File: src/design/virtual_register_allocator_defines.svh
`ifndef VIRTUAL_REGISTER_ALLOCATOR_DEFINES_SVH
`define VIRTUAL_REGISTER_ALLOCATOR_DEFINES_SVH

// same-cycle implication
`define VRA_ASSERT_NOW(label, ante, cons, msg) \
    label: assert property (@(posedge clk) disable iff (!rst_n) (ante) |-> (cons)) \
        else $error(msg);

// next-cycle implication
`define VRA_ASSERT_NEXT(label, ante, cons, msg) \
    label: assert property (@(posedge clk) disable iff (!rst_n) (ante) |=> (cons)) \
        else $error(msg);

`endif

File: src/design/vra_pkg.sv
package vra_pkg;

    localparam int VIRTUAL_REGS = 256;
    localparam int PHYS_REGS    = 8;
    localparam int VIDX_W       = $clog2(VIRTUAL_REGS);
    localparam int PHYS_W       = $clog2(PHYS_REGS);

    typedef logic [VIDX_W-1:0]    vidx_t;
    typedef logic [PHYS_W-1:0]    phys_t;
    typedef logic [PHYS_REGS-1:0] busy_t;
    typedef logic [VIRTUAL_REGS-1:0] vmask_t;

    typedef enum logic [2:0] {
        ACT_NONE      = 3'd0,
        ACT_ALLOC_L   = 3'd1,
        ACT_ALLOC_LR  = 3'd2,
        ACT_ALLOC_ARG = 3'd3,
        ACT_KILL      = 3'd4,
        ACT_NEW_FN    = 3'd5
    } action_t;

    typedef enum logic [1:0] {
        ST_OK        = 2'd0,
        ST_EXHAUSTED = 2'd1,
        ST_BAD_KILL  = 2'd2,
        ST_STALE     = 2'd3
    } status_t;

    typedef enum logic [2:0] {
        S_IDLE,
        S_LHS,
        S_RHS,
        S_FIN,
        S_WR2
    } state_t;

    typedef struct packed {
        logic [2:0] action;
        logic [7:0] lhs_vreg;
        logic [7:0] rhs_vreg;
    } req_item_t;

    typedef struct packed {
        logic [2:0] lhs_phys;
        logic [2:0] rhs_phys;
        logic       lhs_written;
        logic       rhs_written;
        logic       became_nop;
        status_t    status;
    } rsp_item_t;

    typedef struct packed {
        logic accept;
        logic eval_lhs;
        logic eval_rhs;
        logic commit;
        logic write_rhs;
    } cmd_t;

    typedef struct packed {
        logic need_rhs;
        logic out_free;
        logic rhs_pending;
    } dp_status_t;

    typedef struct packed {
        status_t status;
        phys_t   phys;
        logic    is_new;
        busy_t   busy;
    } alloc_res_t;

endpackage

File: src/design/vra_if.sv
interface vra_req_if;
    logic                 valid;
    logic                 ready;
    vra_pkg::req_item_t   data;

    modport source (output valid, output data, input ready);
    modport sink   (input valid, input data, output ready);
endinterface

interface vra_rsp_if;
    logic                 valid;
    logic                 ready;
    vra_pkg::rsp_item_t   data;

    modport source (output valid, output data, input ready);
    modport sink   (input valid, input data, output ready);
endinterface

File: src/design/vra_ram.sv
module vra_ram #(
    parameter int WIDTH = 8,
    parameter int DEPTH = 256
) (
    input  logic                     clk,
    input  logic                     wr_en,
    input  logic [$clog2(DEPTH)-1:0] wr_addr,
    input  logic [WIDTH-1:0]         wr_data,
    input  logic [$clog2(DEPTH)-1:0] rd_addr,
    output logic [WIDTH-1:0]         rd_data
);

    logic [WIDTH-1:0] mem [DEPTH];

    always_ff @(posedge clk)
    begin
        if (wr_en)
        begin
            mem[wr_addr] <= wr_data;
        end
        rd_data <= mem[rd_addr];
    end

endmodule

File: src/design/vra_ctrl.sv
module vra_ctrl (
    input  logic                clk,
    input  logic                rst_n,
    input  logic                req_valid,
    output logic                req_ready,
    input  vra_pkg::dp_status_t stat,
    output vra_pkg::cmd_t       cmd
);

    vra_pkg::state_t state_reg;
    vra_pkg::state_t state_next;

    always_ff @(posedge clk or negedge rst_n)
    begin
        if (!rst_n)
        begin
            state_reg <= vra_pkg::S_IDLE;
        end
        else
        begin
            state_reg <= state_next;
        end
    end

    always_comb
    begin
        state_next = state_reg;
        case (state_reg)
            vra_pkg::S_IDLE:
            begin
                if (req_valid)
                begin
                    state_next = vra_pkg::S_LHS;
                end
            end
            vra_pkg::S_LHS:
            begin
                state_next = stat.need_rhs ? vra_pkg::S_RHS : vra_pkg::S_FIN;
            end
            vra_pkg::S_RHS:
            begin
                state_next = vra_pkg::S_FIN;
            end
            vra_pkg::S_FIN:
            begin
                if (stat.out_free)
                begin
                    state_next = stat.rhs_pending ? vra_pkg::S_WR2 : vra_pkg::S_IDLE;
                end
            end
            vra_pkg::S_WR2:
            begin
                state_next = vra_pkg::S_IDLE;
            end
            default:
            begin
                state_next = vra_pkg::S_IDLE;
            end
        endcase
    end

    always_comb
    begin
        req_ready     = 1'b0;
        cmd           = '0;
        case (state_reg)
            vra_pkg::S_IDLE:
            begin
                req_ready  = 1'b1;
                cmd.accept = req_valid;
            end
            vra_pkg::S_LHS:
            begin
                cmd.eval_lhs = 1'b1;
            end
            vra_pkg::S_RHS:
            begin
                cmd.eval_rhs = 1'b1;
            end
            vra_pkg::S_FIN:
            begin
                cmd.commit = stat.out_free;
            end
            vra_pkg::S_WR2:
            begin
                cmd.write_rhs = 1'b1;
            end
            default:
            begin
                req_ready = 1'b0;
            end
        endcase
    end

endmodule

File: src/design/vra_dp.sv
module vra_dp (
    input  logic                clk,
    input  logic                rst_n,
    input  vra_pkg::cmd_t       cmd,
    output vra_pkg::dp_status_t stat,
    input  vra_pkg::req_item_t  req_data,
    input  logic                rsp_ready,
    output logic                rsp_valid,
    output vra_pkg::rsp_item_t  rsp_data
);

    // lookup or lowest-free allocation in one pool
    function automatic vra_pkg::alloc_res_t pool_alloc(
        input logic           hit,
        input vra_pkg::phys_t map,
        input vra_pkg::busy_t busy
    );
        vra_pkg::alloc_res_t r;
        logic                found;
        r.status = vra_pkg::ST_OK;
        r.phys   = '0;
        r.is_new = 1'b0;
        r.busy   = busy;
        found    = 1'b0;
        if (hit)
        begin
            if (busy[map])
            begin
                r.phys = map;
            end
            else
            begin
                r.status = vra_pkg::ST_STALE;
            end
        end
        else
        begin
            for (int i = 0; i < vra_pkg::PHYS_REGS; i++)
            begin
                if (!found && !busy[i])
                begin
                    found     = 1'b1;
                    r.phys    = vra_pkg::phys_t'(i);
                    r.is_new  = 1'b1;
                    r.busy[i] = 1'b1;
                end
            end
            if (!found)
            begin
                r.status = vra_pkg::ST_EXHAUSTED;
            end
        end
        return r;
    endfunction

    // control state
    vra_pkg::busy_t     saved_busy_reg,  saved_busy_next;
    vra_pkg::busy_t     arg_busy_reg,    arg_busy_next;
    vra_pkg::vmask_t    saved_valid_reg, saved_valid_next;
    vra_pkg::vmask_t    arg_valid_reg,   arg_valid_next;
    logic               out_valid_reg,   out_valid_next;

    // payload
    logic [2:0]         act_reg,       act_next;
    vra_pkg::vidx_t     lv_reg,        lv_next;
    vra_pkg::vidx_t     rv_reg,        rv_next;
    vra_pkg::busy_t     work_busy_reg, work_busy_next;
    vra_pkg::phys_t     lp_reg,        lp_next;
    vra_pkg::phys_t     rp_reg,        rp_next;
    logic               lhs_new_reg,   lhs_new_next;
    logic               rhs_new_reg,   rhs_new_next;
    logic               nop_reg,       nop_next;
    vra_pkg::status_t   status_reg,    status_next;
    vra_pkg::rsp_item_t out_reg,       out_next;

    vra_pkg::vidx_t      rd_addr;
    vra_pkg::phys_t      saved_rd;
    vra_pkg::phys_t      arg_rd;
    logic                saved_wr_en;
    vra_pkg::vidx_t      saved_wr_addr;
    vra_pkg::phys_t      saved_wr_data;
    logic                arg_wr_en;

    logic                pool_arg;
    logic                lhs_hit;
    vra_pkg::phys_t      lhs_map;
    vra_pkg::busy_t      lhs_busy;
    vra_pkg::alloc_res_t lhs_res;
    vra_pkg::alloc_res_t rhs_res;
    logic                kill_ok;
    logic                ok;
    logic                lw;
    logic                rw;

    vra_ram #(.WIDTH(vra_pkg::PHYS_W), .DEPTH(vra_pkg::VIRTUAL_REGS)) u_saved_map (
        .clk     (clk),
        .wr_en   (saved_wr_en),
        .wr_addr (saved_wr_addr),
        .wr_data (saved_wr_data),
        .rd_addr (rd_addr),
        .rd_data (saved_rd)
    );

    vra_ram #(.WIDTH(vra_pkg::PHYS_W), .DEPTH(vra_pkg::VIRTUAL_REGS)) u_arg_map (
        .clk     (clk),
        .wr_en   (arg_wr_en),
        .wr_addr (lv_reg),
        .wr_data (lp_reg),
        .rd_addr (rd_addr),
        .rd_data (arg_rd)
    );

    // lhs read issued on accept, rhs read in the cycle after
    assign rd_addr = cmd.accept ? req_data.lhs_vreg[vra_pkg::VIDX_W-1:0] : rv_reg;

    assign pool_arg = (act_reg == vra_pkg::ACT_ALLOC_ARG);
    assign lhs_hit  = pool_arg ? arg_valid_reg[lv_reg] : saved_valid_reg[lv_reg];
    assign lhs_map  = pool_arg ? arg_rd : saved_rd;
    assign lhs_busy = pool_arg ? arg_busy_reg : saved_busy_reg;
    assign lhs_res  = pool_alloc(lhs_hit, lhs_map, lhs_busy);
    assign rhs_res  = pool_alloc(saved_valid_reg[rv_reg], saved_rd, work_busy_reg);
    assign kill_ok  = saved_valid_reg[lv_reg] && saved_busy_reg[saved_rd];

    assign ok = (status_reg == vra_pkg::ST_OK);
    assign lw = ok && (act_reg inside {vra_pkg::ACT_ALLOC_L, vra_pkg::ACT_ALLOC_LR,
                                       vra_pkg::ACT_ALLOC_ARG});
    assign rw = ok && (act_reg == vra_pkg::ACT_ALLOC_LR);

    assign saved_wr_en   = (cmd.commit && ok && lhs_new_reg && !pool_arg) || cmd.write_rhs;
    assign saved_wr_addr = cmd.write_rhs ? rv_reg : lv_reg;
    assign saved_wr_data = cmd.write_rhs ? rp_reg : lp_reg;
    assign arg_wr_en     = cmd.commit && ok && lhs_new_reg && pool_arg;

    assign stat.need_rhs    = (act_reg == vra_pkg::ACT_ALLOC_LR) &&
                              (lhs_res.status == vra_pkg::ST_OK);
    assign stat.out_free    = !out_valid_reg || rsp_ready;
    assign stat.rhs_pending = ok && rhs_new_reg;

    assign rsp_valid = out_valid_reg;
    assign rsp_data  = out_reg;

    always_comb
    begin
        saved_busy_next  = saved_busy_reg;
        arg_busy_next    = arg_busy_reg;
        saved_valid_next = saved_valid_reg;
        arg_valid_next   = arg_valid_reg;
        out_valid_next   = out_valid_reg;
        act_next         = act_reg;
        lv_next          = lv_reg;
        rv_next          = rv_reg;
        work_busy_next   = work_busy_reg;
        lp_next          = lp_reg;
        rp_next          = rp_reg;
        lhs_new_next     = lhs_new_reg;
        rhs_new_next     = rhs_new_reg;
        nop_next         = nop_reg;
        status_next      = status_reg;
        out_next         = out_reg;

        if (rsp_ready)
        begin
            out_valid_next = 1'b0;
        end

        if (cmd.accept)
        begin
            act_next = req_data.action;
            lv_next  = req_data.lhs_vreg[vra_pkg::VIDX_W-1:0];
            rv_next  = req_data.rhs_vreg[vra_pkg::VIDX_W-1:0];
        end

        if (cmd.eval_lhs)
        begin
            status_next    = vra_pkg::ST_OK;
            lp_next        = '0;
            rp_next        = '0;
            lhs_new_next   = 1'b0;
            rhs_new_next   = 1'b0;
            nop_next       = 1'b0;
            work_busy_next = lhs_busy;
            case (act_reg)
                vra_pkg::ACT_ALLOC_L, vra_pkg::ACT_ALLOC_LR, vra_pkg::ACT_ALLOC_ARG:
                begin
                    status_next    = lhs_res.status;
                    lp_next        = lhs_res.phys;
                    lhs_new_next   = lhs_res.is_new;
                    work_busy_next = lhs_res.busy;
                end
                vra_pkg::ACT_KILL:
                begin
                    if (kill_ok)
                    begin
                        work_busy_next = saved_busy_reg & ~(vra_pkg::busy_t'(1) << saved_rd);
                        nop_next       = 1'b1;
                    end
                    else
                    begin
                        status_next = vra_pkg::ST_BAD_KILL;
                    end
                end
                default:
                begin
                    status_next = vra_pkg::ST_OK;
                end
            endcase
        end

        if (cmd.eval_rhs)
        begin
            if (rv_reg == lv_reg)
            begin
                rp_next = lp_reg;
            end
            else
            begin
                status_next    = rhs_res.status;
                rp_next        = rhs_res.phys;
                rhs_new_next   = rhs_res.is_new;
                work_busy_next = rhs_res.busy;
            end
        end

        if (cmd.commit)
        begin
            out_valid_next       = 1'b1;
            out_next.lhs_phys    = lw ? lp_reg : '0;
            out_next.rhs_phys    = rw ? rp_reg : '0;
            out_next.lhs_written = lw;
            out_next.rhs_written = rw;
            out_next.became_nop  = ok && nop_reg;
            out_next.status      = status_reg;
            if (ok)
            begin
                case (act_reg)
                    vra_pkg::ACT_ALLOC_ARG:
                    begin
                        arg_busy_next = work_busy_reg;
                        if (lhs_new_reg)
                        begin
                            arg_valid_next[lv_reg] = 1'b1;
                        end
                    end
                    vra_pkg::ACT_ALLOC_L, vra_pkg::ACT_ALLOC_LR:
                    begin
                        saved_busy_next = work_busy_reg;
                        if (lhs_new_reg)
                        begin
                            saved_valid_next[lv_reg] = 1'b1;
                        end
                        if (rhs_new_reg)
                        begin
                            saved_valid_next[rv_reg] = 1'b1;
                        end
                    end
                    vra_pkg::ACT_KILL:
                    begin
                        saved_busy_next = work_busy_reg;
                    end
                    vra_pkg::ACT_NEW_FN:
                    begin
                        saved_valid_next = '0;
                        arg_valid_next   = '0;
                    end
                    default:
                    begin
                        saved_busy_next = saved_busy_reg;
                    end
                endcase
            end
        end
    end

    always_ff @(posedge clk or negedge rst_n)
    begin
        if (!rst_n)
        begin
            saved_busy_reg  <= '0;
            arg_busy_reg    <= '0;
            saved_valid_reg <= '0;
            arg_valid_reg   <= '0;
            out_valid_reg   <= 1'b0;
        end
        else
        begin
            saved_busy_reg  <= saved_busy_next;
            arg_busy_reg    <= arg_busy_next;
            saved_valid_reg <= saved_valid_next;
            arg_valid_reg   <= arg_valid_next;
            out_valid_reg   <= out_valid_next;
        end
    end

    always_ff @(posedge clk)
    begin
        act_reg       <= act_next;
        lv_reg        <= lv_next;
        rv_reg        <= rv_next;
        work_busy_reg <= work_busy_next;
        lp_reg        <= lp_next;
        rp_reg        <= rp_next;
        lhs_new_reg   <= lhs_new_next;
        rhs_new_reg   <= rhs_new_next;
        nop_reg       <= nop_next;
        status_reg    <= status_next;
        out_reg       <= out_next;
    end

endmodule

File: src/design/virtual_register_allocator.sv
// Maps virtual registers 0..255 onto a saved pool and an argument pool of eight
// physical registers each, handing out the lowest free register or the existing
// mapping, with kill and new-function actions; errors leave all state untouched
// and are reported in status. One beat is in flight at a time: a single-target
// action steps from accept with map table read, through lookup and allocate, to
// commit into the output register before the next accept; an lhs-and-rhs
// allocation adds an rhs lookup step (skipped when the lhs lookup already fails)
// and, whenever rhs gets a new mapping, a step after the commit that writes it,
// since the saved map table has one write port. The output register lets the
// next beat be accepted while a result waits; the commit step stalls only while
// a previous result is still unclaimed. No clearing pass is needed after reset.
`include "virtual_register_allocator_defines.svh"

module virtual_register_allocator (
    input  logic      clk,
    input  logic      rst_n,
    vra_req_if.sink   req,
    vra_rsp_if.source rsp
);

    vra_pkg::cmd_t       cmd;
    vra_pkg::dp_status_t stat;

    vra_ctrl u_ctrl (
        .clk       (clk),
        .rst_n     (rst_n),
        .req_valid (req.valid),
        .req_ready (req.ready),
        .stat      (stat),
        .cmd       (cmd)
    );

    vra_dp u_dp (
        .clk       (clk),
        .rst_n     (rst_n),
        .cmd       (cmd),
        .stat      (stat),
        .req_data  (req.data),
        .rsp_ready (rsp.ready),
        .rsp_valid (rsp.valid),
        .rsp_data  (rsp.data)
    );

    `VRA_ASSERT_NEXT(a_accept_then_lookup, cmd.accept, cmd.eval_lhs,
                     "accept not followed by lookup")
    `VRA_ASSERT_NEXT(a_commit_fills_out, cmd.commit, rsp.valid,
                     "commit did not fill output")
    `VRA_ASSERT_NOW(a_error_writes_nothing,
                    rsp.valid && rsp.data.status != vra_pkg::ST_OK,
                    !rsp.data.lhs_written && !rsp.data.rhs_written && !rsp.data.became_nop,
                    "error beat carries a result")
    `VRA_ASSERT_NOW(a_rhs_needs_lhs, rsp.valid && rsp.data.rhs_written,
                    rsp.data.lhs_written, "rhs written without lhs")

endmodule

File: src/flat_wrapper.sv
// flat-port wrapper written by rule: the top's interface ports become plain ports
module virtual_register_allocator_flat 
  (clk, rst_n, req_valid, req_data, req_ready, rsp_valid, rsp_data, rsp_ready);
  vra_req_if req_i ();
  vra_rsp_if rsp_i ();
  input  logic clk;
  input  logic rst_n;
  input wire logic [$bits(req_i.valid)-1:0] req_valid;
  input wire logic [$bits(req_i.data)-1:0] req_data;
  output wire logic [$bits(req_i.ready)-1:0] req_ready;
  output wire logic [$bits(rsp_i.valid)-1:0] rsp_valid;
  output wire logic [$bits(rsp_i.data)-1:0] rsp_data;
  input wire logic [$bits(rsp_i.ready)-1:0] rsp_ready;
  assign req_i.valid = req_valid;
  assign req_i.data = req_data;
  assign req_ready = req_i.ready;
  assign rsp_valid = rsp_i.valid;
  assign rsp_data = rsp_i.data;
  assign rsp_i.ready = rsp_ready;
  virtual_register_allocator u_core (.clk(clk), .rst_n(rst_n), .req(req_i), .rsp(rsp_i));
endmodule
File: config.mk
export PLATFORM = sky130hd
export DESIGN_NAME = virtual_register_allocator_flat
export DESIGN_NICKNAME = d
export VERILOG_FILES = /design/src/design/vra_pkg.sv /design/src/design/vra_if.sv /design/src/design/vra_ram.sv /design/src/design/vra_ctrl.sv /design/src/design/vra_dp.sv /design/src/design/virtual_register_allocator.sv /design/src/flat_wrapper.sv
export VERILOG_INCLUDE_DIRS = /design/src /design/src/design
export SDC_FILE = /design/constraint.sdc
export NUM_CORES = 2
export LEC_CHECK = 0
export BUFFER_PORTS_ARGS = -buffer_cell sky130_fd_sc_hd__buf_4
export CAP_MARGIN = 5
export CORE_MARGIN = 2
export CORE_UTILIZATION = 45
export DETAILED_ROUTE_END_ITERATION = 8
export PLACE_DENSITY_LB_ADDON = 0.25
export SLEW_MARGIN = 30
export SYNTH_ARGS = -nofsm -noshare
export SYNTH_HDL_FRONTEND = slang
export SYNTH_SLANG_ARGS = --single-unit
File: constraint.sdc
create_clock -name clk -period 6.8 [get_ports clk]
set_clock_uncertainty 0.15 [all_clocks]
set_input_delay 1.36 -clock clk [delete_from_list [all_inputs] [get_ports clk]]
set_output_delay 1.36 -clock clk [all_outputs]
set_load 0.005 [all_outputs]
==> reports/qor.yml <==
p_leak_nw: 36.12
reg_top3: "u_core.u_dp.u_arg_map.mem (768), u_core.u_dp.u_saved_map.mem (768)"
worstSetupPathType: "flip-flop to flip-flop"
cts_made_buffers: 215
dr.max_layer_used: "met5"
synth_area_mm2: 0.09188
grt_overflow: 0
max_freq_mhz: 200.7
synth_top_area_frac: 0.5171
synth_cells: 6128
tightest_slew_ps: 1119
finalNonFillerCells: 8931
die_x_um: 455.9
via_count: 56450
hold_viol: 0
cpMostUsedCell: "buf_12"
start_kind: "flip-flop"
met1_length_um: 105500
finalInstanceArea_mm2: 0.1026
drive_above_1_share: 0.1934
die_area_mm2: 0.2078
io_pins: 36
grt_max_degree: 174
worst_ep_required_time_ps: 7360
critPathMaxFanout: 69
cts-root-buf: "clkbuf_16"
wl_um: 262900
ctsResizeCount: 0
core_area_mm2: 0.2025
cp_slowest_cell: "mux2i_4"
fin_nets: 6097
drt-vias-per-instance: 6.320
slew_headroom: 0.2496
syn_avg_cell_area_um2: 14.99
min_path_type: "input pin to asynchronous set/reset pin"
power_mw: 32.99
fill_cells: 16750
die_height_um: 455.9
syn-num-nets: 6151
worst-path-buf-inv: 4
cts_setup_buffers: 0
cp_cell_sequence: "nor3_2, nand2_2, inv_4, buf_4, mux2i_4, buf_12, buf_12, mux4_2, mux2i_1, o22ai_1, o21ai_0, and4_1, nand4_1"
drc: 0
first_pass_iters: 6
yosysWarningCount: 0
end_kind: "flip-flop"
synth_cell_types: 89
final_max_slew_viol_count: 0
routedWlPerCell_um: 29.44
grt_pass1_vias: 56550
fin_crit_sh: 0.7327
gp_congestion: 0.8801
drv_cap: 0
critPathArrivalTime_ps: 5540
synth_ff_type: "edfxtp_1"
final_common_cell: "edfxtp_1"
power_density_mw_per_mm2: 321.5
clkLatencyLatePin_ps: 870
cts_tree: "built"
port_buffers: 35
finalCriticalPeriod_ps: 4982
dp_hpwl_um: 155200
cts.sinks: 2123
crit_family: "buffers and inverters"
setup_viol_count_final: 0
placed_area_mm2: 0.09542
grt_util_all_layers: 0.2496
ys_seq_area_frac: 0.6639
final_cell_mix: "edfxtp_1, nor2_1, mux4_2"
netlist_top_cells_area: "edfxtp_1, dfrtp_1, mux4_2, nor2_1, a21oi_1"
fin_tns_setup_ps: 0
rows: 165
postCtsHoldBufs: 0
antenna_left: 0
grt_pass1_wl_um: 385800
ctsHtreeMaxLevel: 4
status: "finished, final reports clean"
met2_length_um: 123000
synth_async_sr_flop_share: 0.2506
synth_top_cell_by_area: "edfxtp_1"
final_util: 0.5066
start_util: 0.4536
antenna_found_initial: 6
placedCellCount: 8526
wl_met3_um: 23250
clkTransAtPathRegs_ps: 60
slowest_delay_ps: 490
synth_edf_count: 1582
area_growth_pct: 11.66
ir_worst_vdd_mv: 0.3166
drtIter0Drc: 7803
ys_seq_elements: 2123
rsz0062_at_grt: "no"
cts.path.max_buffers: 3
metrics by stage:
stage          hold slack [ps]  setup WS, ps
3_3_place_gp             320.3          1332
5_1_grt                  214.3          1642
2_1_floorplan            304.3         545.9
3_5_place_dp             325.2          1247
4_1_cts                  340.3          1808
6_report                 231.8          1818
cells in the mapped netlist, types with 6 or more instances:
library cell	count
nand3b_1	6
mux4_1	13
nand2b_1	18
clkbuf_1	341
dfxtp_1	9
inv_1	11
a21oi_1	559
xor2_1	8
a32oi_1	13
o22ai_1	312
or3_1	7
nand3_1	40
buf_6	13
mux2_2	28
nand4_1	10
a211oi_1	25
and4_1	7
nor3_1	10
edfxtp_1	1582
buf_2	89
mux4_2	560
mux2i_1	274
dfrtp_1	532
buf_1	29
buf_4	23
nand2_1	236
nor2b_1	39
a221oi_1	7
and3_1	8
nor2_1	1101
a32o_1	6
and2_1	14
o21ai_0	58
a22oi_1	34
a31oi_1	8
o31ai_1	7
o21a_1	7
layout make-up:
class                   instances  area [um2]  share of cell area
flip-flops and latches       2123       61000              0.5946
well taps                    2672        3343             0.03259
multi-input cells            3495       28920              0.2819
inverters                      13       51.30           0.0005000
repair buffers                226        2195             0.02139
diodes                          4       10.01          0.00009757
clock inverters               114        1237             0.01206
clock buffers                 284        5832             0.05685
final timing paths:
| kind | from | endpoint | slack, ps | cells after the start |
|---|---|---|---|---|
| setup / recovery | u_core.u_ctrl.state_reg[2] | u_core.u_dp.u_arg_map.rd_data[1] | 1820 | 13 |
| hold / removal | rst_n | u_core.u_dp.arg_valid_reg[149] | 230 | 1 |
| setup reg to reg | u_core.u_ctrl.state_reg[2] | u_core.u_dp.u_arg_map.rd_data[1] | 1820 | 13 |
| hold reg to reg | u_core.u_dp.arg_valid_reg[112] | u_core.u_dp.arg_valid_reg[112] | 340 | 2 |
| max in group asynchronous | rst_n | u_core.u_dp.saved_valid_reg[67] | 4810 | 3 |
| min in group clk | u_core.u_dp.arg_valid_reg[112] | u_core.u_dp.arg_valid_reg[112] | 340 | 2 |
logic make-up (layout without fill, tap and decap cells):
| group | Yosys count | count (layout) | synth area share |
|---|---|---|---|
| flip-flops | 2123 | 2123 | 0.6639 |
| AND/OR/NAND/NOR | 1527 | 1527 | 0.06770 |
| AO/OA/AOI/OAI | 1082 | 1082 | 0.06858 |
| multiplexers | 877 | 877 | 0.1745 |
| buffers and inverters | 510 | 637 | 0.02438 |
| XOR/XNOR | 8 | 8 | 0.0007627 |
| adder cells (fa/ha/maj) | 1 | 1 | 0.0001090 |
| other | 0 | 4 | 0 |
per-layer routing:
layer  vias up  track usage
li1      23560            -
met1     29290       0.3478
met2      3000       0.3917
met3       601      0.04473
met4         4      0.09913
met5         -            0
where the power goes:
part	internal, mW	total (mW)	switching, mW
Combinational	1.95	5.66	3.72
Clock	6.68	11.9	5.18
Sequential	15.2	15.5	0.320
Total	23.8	33.0	9.21
(Power assumes the default switching activity.)
